$ cat src/hw/rtl/aopc_pkg.sv
`timescale 1ns / 1ps
package aopc_pkg;

   localparam int RAW_W             = 10;
   localparam int OUT_W             = 11;
   localparam int ORIENT_W          = 3;
   localparam int EVENT_W           = 3;
   localparam int FUNC_W            = 2;
   localparam int NUM_AXES          = 3;
   localparam int AVG_SHIFT_DEFAULT = 5;
   localparam int CSR_DATA_W        = 32;
   localparam int CSR_ADDR_W        = 3;

   localparam int REQ_TDATA_W = 32;
   localparam int REQ_TUSER_W = FUNC_W;
   localparam int RSP_TDATA_W = 40;

   // register index of the mounting orientation
   localparam logic [CSR_ADDR_W-3:0] CSR_ORIENT_IDX = '0;

   localparam logic [ORIENT_W-1:0] ORIENT_FORWARD     = 3'd0;
   localparam logic [ORIENT_W-1:0] ORIENT_VERTICAL    = 3'd1;
   localparam logic [ORIENT_W-1:0] ORIENT_UPSIDE_DOWN = 3'd2;
   localparam logic [ORIENT_W-1:0] ORIENT_AFT         = 3'd3;
   localparam logic [ORIENT_W-1:0] ORIENT_SIDEWAYS    = 3'd4;

   localparam logic [RAW_W-1:0] YAW_MID_DEFAULT  = 10'd640;
   localparam logic [RAW_W-1:0] YAW_MID_VERTICAL = 10'd615;

   typedef enum logic [FUNC_W-1:0] {
      FUNC_READ  = 2'd0,
      FUNC_LEVEL = 2'd1,
      FUNC_INV   = 2'd2,
      FUNC_NOP   = 2'd3
   } func_type;

   typedef enum logic [EVENT_W-1:0] {
      EV_NONE       = 3'd0,
      EV_LEVEL_DONE = 3'd1,
      EV_INV_DONE   = 3'd2,
      EV_INV_REJECT = 3'd3,
      EV_IGNORED    = 3'd4
   } event_type;

   typedef enum logic [1:0] {
      RUN_NONE  = 2'd0,
      RUN_LEVEL = 2'd1,
      RUN_INV   = 2'd2
   } run_type;

   typedef struct packed {
      logic             read;
      logic             accum;
      logic             restart;
      logic             load_avg;
      logic             load_ext;
      logic [RAW_W-1:0] ext_value;
   } lane_ctl_type;

   typedef struct packed {
      event_type ev;
      logic      level;
      logic      inv;
   } status_type;

   // bit 0 roll, bit 1 pitch, bit 2 yaw: set where the axis is negated
   function automatic logic [NUM_AXES-1:0] axis_negate(input logic [ORIENT_W-1:0] orient);
      logic [NUM_AXES-1:0] neg;
      case (orient)
         ORIENT_VERTICAL:    neg = 3'b110;
         ORIENT_UPSIDE_DOWN: neg = 3'b101;
         ORIENT_AFT:         neg = 3'b011;
         ORIENT_SIDEWAYS:    neg = 3'b010;
         default:            neg = 3'b000;
      endcase
      return neg;
   endfunction

   function automatic logic [RAW_W-1:0] yaw_default(input logic [ORIENT_W-1:0] orient);
      return (orient == ORIENT_VERTICAL) ? YAW_MID_VERTICAL : YAW_MID_DEFAULT;
   endfunction

endpackage

$ cat src/hw/rtl/aopc_lane.sv
`timescale 1ns / 1ps
module aopc_lane #(
   parameter int AVG_SHIFT = aopc_pkg::AVG_SHIFT_DEFAULT
) (
   input  logic                              clock,
   input  logic                              reset,
   input  aopc_pkg::lane_ctl_type            ctl,
   input  logic [aopc_pkg::RAW_W-1:0]        raw,
   input  logic                              negate,
   output logic signed [aopc_pkg::OUT_W-1:0] corr_out,
   output logic [aopc_pkg::RAW_W-1:0]        avg
);
   import aopc_pkg::*;

   localparam int SUM_W = RAW_W + AVG_SHIFT;

   logic [SUM_W-1:0]        sum_ff;
   logic [SUM_W-1:0]        sum_in;
   logic [RAW_W-1:0]        zero_ff;
   logic [RAW_W-1:0]        zero_in;
   logic signed [OUT_W-1:0] diff;
   logic signed [OUT_W-1:0] corr;

   // a fresh run starts from an empty sum
   assign sum_in = (ctl.restart ? '0 : sum_ff) + SUM_W'(raw);
   assign avg    = sum_in[AVG_SHIFT +: RAW_W];

   assign diff     = OUT_W'(raw) - OUT_W'(zero_ff);
   assign corr     = negate ? -diff : diff;
   assign corr_out = ctl.read ? corr : '0;

   always_comb begin
      zero_in = zero_ff;
      if (ctl.load_avg) begin
         zero_in = avg;
      end else if (ctl.load_ext) begin
         zero_in = ctl.ext_value;
      end
   end

   always_ff @(posedge clock) begin
      if (reset) begin
         zero_ff <= '0;
      end else begin
         zero_ff <= zero_in;
      end
   end

   always_ff @(posedge clock) begin
      if (ctl.accum) begin
         sum_ff <= sum_in;
      end
   end

endmodule

$ cat config.mk
export PLATFORM = sky130hd
export DESIGN_NAME = aopc_lane
export DESIGN_NICKNAME = d
export VERILOG_FILES = /design/src/hw/rtl/aopc_pkg.sv /design/src/hw/rtl/aopc_lane.sv
export SDC_FILE = /design/constraint.sdc
export NUM_CORES = 1
export LEC_CHECK = 0
export ABC_AREA = 1
export BUFFER_PORTS_ARGS = -buffer_cell sky130_fd_sc_hd__buf_4
export CORE_MARGIN = 2
export CORE_UTILIZATION = 50
export CTS_CLUSTER_DIAMETER = 40
export DETAILED_ROUTE_END_ITERATION = 8
export HOLD_SLACK_MARGIN = 0.1
export PLACE_DENSITY = 0.73
export SYNTH_ARGS = -nofsm -noshare
export SYNTH_HDL_FRONTEND = slang
export SYNTH_SLANG_ARGS = --single-unit
$ cat constraint.sdc
create_clock -name clock -period 5.5 [get_ports clock]
set_clock_uncertainty 0.15 [all_clocks]
set_input_delay 0.275 -clock clock [delete_from_list [all_inputs] [get_ports clock]]
set_output_delay 0.275 -clock clock [all_outputs]
set_load 0.02 [all_outputs]
==> results.ini <==
[setup_path]
crit_path_end_kind=primary output
critPathRequiredTime_ps=5080
worstPathMaxFanout=3
critPathKind=reg -> out
cp-start-kind=register
critPathArrivalTime_ps=2580

[global_route]
grt_overflow=0
grt_max_degree=16
grtUsageTotal_pct=21.0
grt_pass1_wl_mm=10.2
antenna_found_initial=0
grt_pass1_vias=2306

[clocking]
post_cts_buffers=0
cts_resized=0
cts_tree=yes
numCtsBuffers=3
path_clk_slew_ps=90
holdBufCountCts=1
numClockSinks=25
clk_latency_ps=260
cts.path.max_buffers=2
htree_levels=1
root_buffer=clkbuf_8

[yosys]
ys_top_cells_by_count=nand2_1, inv_1, nor2_1
synth_area_um2=2620
synth_area_leaders=edfxtp_1, nand2_1, ha_1
synth_most_common_cell=nand2_1
syn_inst=393
synth_edf_count=15
seq_area_frac_synth_pct=24.8
yosysWarnings=0
ys_types=38
postSynth.asyncResetShare_pct=0
synth_top_area_share_pct=17.2
yosys.area.top_type=edfxtp_1
synth_seq_cells=25
synth.net_count=444
avgSynthCellArea_um2=6.68
synth_flop_cell=edfxtp_1

[job]
cap_violations=0

[hold_path]
hold_path.class=in -> reg

[finish]
final_core_util_pct=59.2
fin_area_um2=3000
layout.nets=481
antennaDiodeCount=0
drive_gt1_share_pct=19.3
area_delta_synth_final_pct=14.5

[outcome]
status=finished, final reports clean

[placement]
hpwl_mm=4.91
place_area_um2=2950
io_buffers=48
gp_congestion=0.896

[sta]
period_needed_ps=3010
tightest_slew_ps=483
rsz0062_at_grt=no
max_slew_margin_pct=67.7
fin_setup_tns_ps=0
setup_viol=0
hold_viol=0
finalMaxSlewViolations=0
min_period_over_period_pct=54.7
fmax_mhz=332

[power]
power_density_nw_per_um2=243
p_leak_nw=1.57
ir_worst_vdd_mv=0.212

[floorplan]
start_util_pct=51.7
dieHeight_um=76.4
io_pins=49
die_area_um2=5840
core_region_area_um2=5070
num_rows=26
die_w_um=76.4

[detailed_routing]
routed_wl_mm=5.81
drc=0
first_pass_iters=4
antenna_left=0
drtIter0Drc=124
wl_per_cell_um=11.6
via_count=2454
viasPerCell=4.92

[routing by layer]
layer / part of all wire, % / track usage, % / wire, µm
met1: 49 / 28.7 / 2820
met2: 46 / 36.5 / 2660
met3: 5.1 / 2.96 / 294
met4: 0.53 / 1.82 / 31
met5: 0 / 0 / 0
[per-stage QoR]
step	hold WS [ps]	total power, mW	instances	setup WS, ps
final	156	0.729	499	2490
after global routing	152	0.794	499	2260
after CTS	150	0.736	499	2500
after detailed placement	320	0.625	494	2700
after global placement	306	0.619	494	2740
after floorplan	237	0.538	393	2930
[logic make-up (layout without fill, tap and decap cells)]
logic type	Yosys count	after routing	synth area share, %
AO/OA/AOI/OAI	56	56	12.2
flip-flops	25	25	24.8
buffers and inverters	91	127	15.3
XOR/XNOR	10	10	3.62
adder cells (fa/ha/maj)	23	23	11.5
AND/OR/NAND/NOR	188	188	32.6
[cell usage in the layout (no fill, tap or decap)]
cell and count:
nand2_1 94, inv_1 69, buf_4 48, nor2_1 36, nand3_1 28, a21oi_1 26, ha_1 21, edfxtp_1 15
o21ai_0 12, nand2_2 11, dfxtp_1 10, xor2_1 7, a31oi_1 5, nand3_2 4, nand4_1 4, inv_2 4
nor2_2 3, o21bai_1 3, a21oi_2 3, clkbuf_8 3, a21boi_0 2, and2_1 2, xnor2_1 2, nand2_4 2
nor2_4 2, o21ai_1 2, fa_1 2, o21ai_2 1, nor3_2 1, xor2_2 1, a21o_1 1, o211ai_1 1
nor3b_1 1, clkinv_1 1, clkbuf_1 1, dlygate4sd3_1 1
[where the power goes]
part           internal (mW)  switching, mW  leakage [nW]  total (mW)
Combinational          0.145          0.237          1.32       0.382
Clock                 0.0517         0.0565        0.0228       0.108
Sequential             0.229        0.00858         0.231       0.238
Total                  0.426          0.302          1.57       0.729
[worst paths after layout]
check | startpoint | end | slack (ps) | cells after the start
worst max-delay path | zero_ff[0]$_SDFFE_PP0P_ | corr_out[8] | 2490 | 13
worst min-delay path | ctl[4] | zero_ff[4]$_SDFFE_PP0P_ | 160 | 3
worst max register to register | sum_ff[0]$_DFFE_PP_ | zero_ff[9]$_SDFFE_PP0P_ | 3150 | 13
worst min register to register | zero_ff[5]$_SDFFE_PP0P_ | zero_ff[5]$_SDFFE_PP0P_ | 330 | 2
[sequential cells by signal, indices dropped and copies added (netlist names)]
register / count
zero_ff: 10
sum_ff: 15
[worst max-delay path, cell delays in order (launching register included)]
cell and delay, ps:
dfxtp_1 320, ha_1 200, fa_1 540, ha_1 180, a21boi_0 200, nand3_1 140
nor2_2 110, nand4_1 140, nand2_2 110, inv_2 40, nand2_1 50, nand2_1 50
nor2_1 90, buf_4 150
[final cells by class]
| type | count | area (µm²) |
|---|---|---|
| repair buffers | 49 | 370 |
| fillers | 551 | 2070 |
| inverters | 74 | 278 |
| clock buffers | 4 | 45.0 |
| flip-flops and latches | 25 | 651 |
| well taps | 70 | 87.6 |
| multi-input cells | 277 | 1570 |
Power figures use the tool's default switching activity.
