File: config.mk
export PLATFORM = sky130hd
export DESIGN_NAME = aopc_ctrl
export DESIGN_NICKNAME = d
export VERILOG_FILES = /design/src/hw/rtl/aopc_pkg.sv /design/src/hw/rtl/aopc_ctrl.sv
export SDC_FILE = /design/constraint.sdc
export NUM_CORES = 1
export LEC_CHECK = 0
export BUFFER_PORTS_ARGS = -buffer_cell sky130_fd_sc_hd__buf_2
export CORE_MARGIN = 10
export CORE_UTILIZATION = 35
export DETAILED_ROUTE_END_ITERATION = 10
export PLACE_DENSITY_LB_ADDON = 0.08
export SLEW_MARGIN = 20
export SYNTH_ARGS = -nofsm -noshare
export SYNTH_HDL_FRONTEND = slang
export SYNTH_SLANG_ARGS = --single-unit
File: constraint.sdc
create_clock -name clock -period 3.7 [get_ports clock]
set_clock_uncertainty 0.15 [all_clocks]
set_input_delay 0.555 -clock clock [delete_from_list [all_inputs] [get_ports clock]]
set_output_delay 0.555 -clock clock [all_outputs]
set_load 0.05 [all_outputs]
File: src/hw/rtl/aopc_pkg.sv
`timescale 1ns / 1ps
package aopc_pkg;

   localparam int RAW_W             = 10;
   localparam int OUT_W             = 11;
   localparam int ORIENT_W          = 3;
   localparam int EVENT_W           = 3;
   localparam int FUNC_W            = 2;
   localparam int NUM_AXES          = 3;
   localparam int AVG_SHIFT_DEFAULT = 5;
   localparam int CSR_DATA_W        = 32;
   localparam int CSR_ADDR_W        = 3;

   localparam int REQ_TDATA_W = 32;
   localparam int REQ_TUSER_W = FUNC_W;
   localparam int RSP_TDATA_W = 40;

   // register index of the mounting orientation
   localparam logic [CSR_ADDR_W-3:0] CSR_ORIENT_IDX = '0;

   localparam logic [ORIENT_W-1:0] ORIENT_FORWARD     = 3'd0;
   localparam logic [ORIENT_W-1:0] ORIENT_VERTICAL    = 3'd1;
   localparam logic [ORIENT_W-1:0] ORIENT_UPSIDE_DOWN = 3'd2;
   localparam logic [ORIENT_W-1:0] ORIENT_AFT         = 3'd3;
   localparam logic [ORIENT_W-1:0] ORIENT_SIDEWAYS    = 3'd4;

   localparam logic [RAW_W-1:0] YAW_MID_DEFAULT  = 10'd640;
   localparam logic [RAW_W-1:0] YAW_MID_VERTICAL = 10'd615;

   typedef enum logic [FUNC_W-1:0] {
      FUNC_READ  = 2'd0,
      FUNC_LEVEL = 2'd1,
      FUNC_INV   = 2'd2,
      FUNC_NOP   = 2'd3
   } func_type;

   typedef enum logic [EVENT_W-1:0] {
      EV_NONE       = 3'd0,
      EV_LEVEL_DONE = 3'd1,
      EV_INV_DONE   = 3'd2,
      EV_INV_REJECT = 3'd3,
      EV_IGNORED    = 3'd4
   } event_type;

   typedef enum logic [1:0] {
      RUN_NONE  = 2'd0,
      RUN_LEVEL = 2'd1,
      RUN_INV   = 2'd2
   } run_type;

   typedef struct packed {
      logic             read;
      logic             accum;
      logic             restart;
      logic             load_avg;
      logic             load_ext;
      logic [RAW_W-1:0] ext_value;
   } lane_ctl_type;

   typedef struct packed {
      event_type ev;
      logic      level;
      logic      inv;
   } status_type;

   // bit 0 roll, bit 1 pitch, bit 2 yaw: set where the axis is negated
   function automatic logic [NUM_AXES-1:0] axis_negate(input logic [ORIENT_W-1:0] orient);
      logic [NUM_AXES-1:0] neg;
      case (orient)
         ORIENT_VERTICAL:    neg = 3'b110;
         ORIENT_UPSIDE_DOWN: neg = 3'b101;
         ORIENT_AFT:         neg = 3'b011;
         ORIENT_SIDEWAYS:    neg = 3'b010;
         default:            neg = 3'b000;
      endcase
      return neg;
   endfunction

   function automatic logic [RAW_W-1:0] yaw_default(input logic [ORIENT_W-1:0] orient);
      return (orient == ORIENT_VERTICAL) ? YAW_MID_VERTICAL : YAW_MID_DEFAULT;
   endfunction

endpackage

File: src/hw/rtl/aopc_ctrl.sv
`timescale 1ns / 1ps
module aopc_ctrl #(
   parameter int AVG_SHIFT = aopc_pkg::AVG_SHIFT_DEFAULT
) (
   input  logic                          clock,
   input  logic                          reset,
   input  logic                          fire,
   input  aopc_pkg::func_type            func,
   input  logic [aopc_pkg::ORIENT_W-1:0] orient,
   input  logic [aopc_pkg::RAW_W-1:0]    yaw_avg,
   output aopc_pkg::lane_ctl_type        ctl_xy,
   output aopc_pkg::lane_ctl_type        ctl_yaw,
   output aopc_pkg::status_type          status
);
   import aopc_pkg::*;

   localparam int CNT_W = AVG_SHIFT;

   logic             level_ff, level_in;
   logic             inv_ff, inv_in;
   run_type          run_ff, run_in;
   logic [CNT_W-1:0] count_ff, count_in;
   logic [RAW_W-1:0] lyz_ff, lyz_in;

   logic [NUM_AXES-1:0] neg;
   logic [RAW_W-1:0]    dflt;
   run_type             kind;
   logic                restart;
   logic [CNT_W-1:0]    count_eff;
   logic                pass;
   logic [RAW_W:0]      mid_sum;

   assign neg       = axis_negate(orient);
   assign dflt      = yaw_default(orient);
   assign kind      = (func == FUNC_LEVEL) ? RUN_LEVEL : RUN_INV;
   assign restart   = (run_ff != kind);
   assign count_eff = restart ? '0 : count_ff;
   // inverted board reads past the default on the far side of its sign
   assign pass      = neg[2] ? (yaw_avg > dflt) : (yaw_avg < dflt);
   // ceil of the mean of level and inverted readings
   assign mid_sum   = (RAW_W+1)'(lyz_ff) + (RAW_W+1)'(yaw_avg) + (RAW_W+1)'(1);

   always_comb begin
      level_in = level_ff;
      inv_in   = inv_ff;
      run_in   = run_ff;
      count_in = count_ff;
      lyz_in   = lyz_ff;
      ctl_xy   = '0;
      ctl_yaw  = '0;
      status.ev = EV_NONE;

      unique case (func) inside
         FUNC_READ: begin
            ctl_xy.read  = fire;
            ctl_yaw.read = fire;
            if (!inv_ff) begin
               ctl_yaw.load_ext  = fire;
               ctl_yaw.ext_value = dflt;
            end
         end
         FUNC_LEVEL, FUNC_INV: begin
            if (func == FUNC_INV && !level_ff) begin
               status.ev = EV_IGNORED;
            end else begin
               ctl_xy.accum    = fire;
               ctl_yaw.accum   = fire;
               ctl_xy.restart  = restart;
               ctl_yaw.restart = restart;
               if (&count_eff) begin
                  run_in   = RUN_NONE;
                  count_in = '0;
                  if (kind == RUN_LEVEL) begin
                     ctl_xy.load_avg  = fire;
                     ctl_yaw.load_avg = fire;
                     lyz_in    = yaw_avg;
                     level_in  = 1'b1;
                     inv_in    = 1'b0;
                     status.ev = EV_LEVEL_DONE;
                  end else if (pass) begin
                     ctl_yaw.load_ext  = fire;
                     ctl_yaw.ext_value = mid_sum[RAW_W:1];
                     inv_in    = 1'b1;
                     level_in  = 1'b0;
                     status.ev = EV_INV_DONE;
                  end else begin
                     status.ev = EV_INV_REJECT;
                  end
               end else begin
                  run_in   = kind;
                  count_in = count_eff + CNT_W'(1);
               end
            end
         end
         default: begin
            status.ev = EV_IGNORED;
         end
      endcase

      status.level = level_in;
      status.inv   = inv_in;
   end

   always_ff @(posedge clock) begin
      if (reset) begin
         level_ff <= 1'b0;
         inv_ff   <= 1'b0;
         run_ff   <= RUN_NONE;
         count_ff <= '0;
         lyz_ff   <= '0;
      end else if (fire) begin
         level_ff <= level_in;
         inv_ff   <= inv_in;
         run_ff   <= run_in;
         count_ff <= count_in;
         lyz_ff   <= lyz_in;
      end
   end

endmodule

==> impl_metrics.json <==
{
  "outcome": "finished, final reports clean",
  "avgSynthCellArea_um2": 8.05,
  "yosysUniqueCellTypes": 51,
  "grt_pass1_vias": 1696,
  "dieArea_um2": 8570,
  "io_buffers": 41,
  "yosysTopAreaCell": "dfxtp_1",
  "antenna_found_initial": 0,
  "fin_area_um2": 2450,
  "routedWlPerCell_um": 14.1,
  "path_max_fanout": 4,
  "hold_violations": 0,
  "syn_to_final_growth_pct": 33.0,
  "synth_flop_cell": "dfxtp_1",
  "period_share_pct": 96.7,
  "end_kind": "output pin",
  "period_needed_ns": 3.58,
  "async_flop_share_pct": 0,
  "setup_viol": 0,
  "syn_inst": 229,
  "cap_violations": 0,
  "dpl.hpwl_um": 3950,
  "numCtsBuffers": 3,
  "drc": 0,
  "yosysMostFrequentCell": "nor2_1",
  "ys_seq_area_share_pct": 20.6,
  "synth-seq-cells": 19,
  "firstDrtPassIters": 4,
  "clk_latency_ns": 0.26,
  "cts.path.max_buffers": 2,
  "powerDensity_nw_per_um2": 226,
  "max_slew_margin_pct": 66.5,
  "clk_pin_slew_ns": 0.08,
  "fp.dieW_um": 92.6,
  "nNetsFinal": 322,
  "synth-edff-count": 0,
  "postRouteAntennaNets": 0,
  "cts_root_buf": "clkbuf_8",
  "cts_sinks": 19,
  "cts_tree": "yes",
  "vias_per_cell": 4.85,
  "maxSlewViolCount": 0,
  "drive_gt1_share_pct": 35.2,
  "grt_max_degree": 20,
  "diodes": 0,
  "io_pins": 53,
  "arrival_ns": 2.87,
  "synth_area_leaders": "dfxtp_1, ha_1, buf_4",
  "fp-row-count": 26,
  "grt_pass1_wl_um": 8070,
  "vias": 1703,
  "drtIter0Drc": 42,
  "core_um2": 5110,
  "hp-class": "flip-flop to flip-flop",
  "finalPower_uw": 554,
  "post_dp_cell_area_um2": 2310,
  "overflow": 0,
  "syn_area_um2": 1840,
  "worst_pin_slew_ns": 0.502,
  "start_util_pct": 36.1,
  "fillers": 531,
  "cts_max_level": 1,
  "p_leak_uw": 0.00121,
  "peakVddDrop_v": 0.000108,
  "globalRouteTotalUtil_pct": 11.2,
  "synth.top_cells.by_count": "nor2_1, ha_1, dfxtp_1",
  "yosys.area.top_type_share_pct": 20.6,
  "yosysWarnings": 0,
  "die_h_um": 92.6,
  "fmaxAchievable_mhz": 279,
  "hold_buffers": 0,
  "crit_required_ns": 2.99,
  "wirelength_um": 4940,
  "globalplace.congestion": 0.776,
  "cp-start-kind": "input pin",
  "crit_type": "input pin to output pin"
}
[registers in the layout (all words and copies together) (netlist names)]
name      cells
lyz_ff       10
run_ff        2
inv_ff        1
level_ff      1
count_ff      5
[metrics by stage]
step | utilization (%) | std cells | worst slack, ns | hold slack, ns | TNS [ns]
2_1_floorplan | - | 239 | -0.265 | 0.295 | -1.92
3_3_place_gp | 45.3 | 343 | -0.0131 | 0.313 | -0.0378
3_5_place_dp | 45.3 | 343 | -0.0965 | 0.317 | -0.343
4_1_cts | 46.8 | 349 | 0.00558 | 0.328 | 0
5_1_grt | 48.0 | 351 | -0.0252 | 0.366 | -0.0252
6_report | 48.0 | 351 | 0.121 | 0.321 | 0
[cell type report]
type	count	area (um2)	area share [%]
timing repair buffer	61	384	15.7
tap	70	87.6	3.57
inverter	12	57.6	2.35
clock buffer	3	41.3	1.68
sequential	19	380	15.5
clock inverter	1	5.00	0.204
multi-input combinational	185	1500	61.0
[final timing paths]
| path | endpoint | startpoint | slack (ns) | depth (start not counted) |
|---|---|---|---|---|
| worst max-delay path | ctl_yaw[10] | func[1] | 0.12 | 13 |
| worst min-delay path | count_ff[4] | count_ff[4] | 0.32 | 2 |
| worst max register to register | inv_ff | run_ff[0] | 1.26 | 11 |
| worst min register to register | count_ff[4] | count_ff[4] | 0.32 | 2 |
[critical path, stage by stage]
cell      delay (ns)
buf_2           0.17
inv_12          0.04
ha_4            0.18
o22ai_4         0.19
and2_4          0.19
ha_4            0.14
and4_4          0.23
ha_4            0.16
nand2_1         0.07
a21oi_1         0.24
o21ai_2         0.14
o41ai_4         0.29
clkbuf_4        0.28
[layout by cell type (no fill, tap or decap), types with 3 or more instances in the layout]
cell type / n
ha_1: 17
ha_4: 4
inv_1: 10
nor3_1: 5
nand2b_1: 6
o21ai_1: 3
nor2_2: 3
conb_1: 11
o21ai_0: 6
buf_4: 22
xor2_1: 3
a21oi_1: 13
and3_1: 3
a21o_1: 3
nand2_1: 7
xnor2_1: 5
o211ai_1: 3
clkbuf_8: 3
o21ai_2: 4
nand3_1: 6
dfxtp_1: 19
buf_2: 36
nand4_1: 5
nor2_1: 23
mux2i_1: 11
[cells by family (layout without fill, tap and decap cells)]
family	count (synthesis)	after routing	share of synthesized area, %
adders and majority gates	22	22	15.3
DFF	19	19	20.6
xor gates and xnor gates	8	8	3.80
AOI/OAI and AO/OA	53	53	19.7
muxes	13	13	7.80
and+or+nand+nor	78	78	21.8
buffers and inverters	35	77	10.7
other	1	11	0.203
[power by group]
part / leakage, uW / internal [uW] / switching [uW]
clock: 0.0000255 / 75.0 / 75.2
sequential: 0.000153 / 206 / 1.87
combinational: 0.00103 / 61.7 / 134
total: 0.00121 / 343 / 211
[timing repair]
item                                    CTS  global route
endpoints found under the setup margin    8            14
buffers inserted                          2             2
resized for setup                         2            14
pin swaps                                 1             3
[layer usage]
metal	vias to the layer above	global-route usage (%)	part of all wire, %
li1	897	-	-
met1	766	14.7	52
met2	34	17.3	42
met3	6	2.82	5.3
met4	0	3.98	1.2
met5	-	0	0
Power figures use the tool's default switching activity.
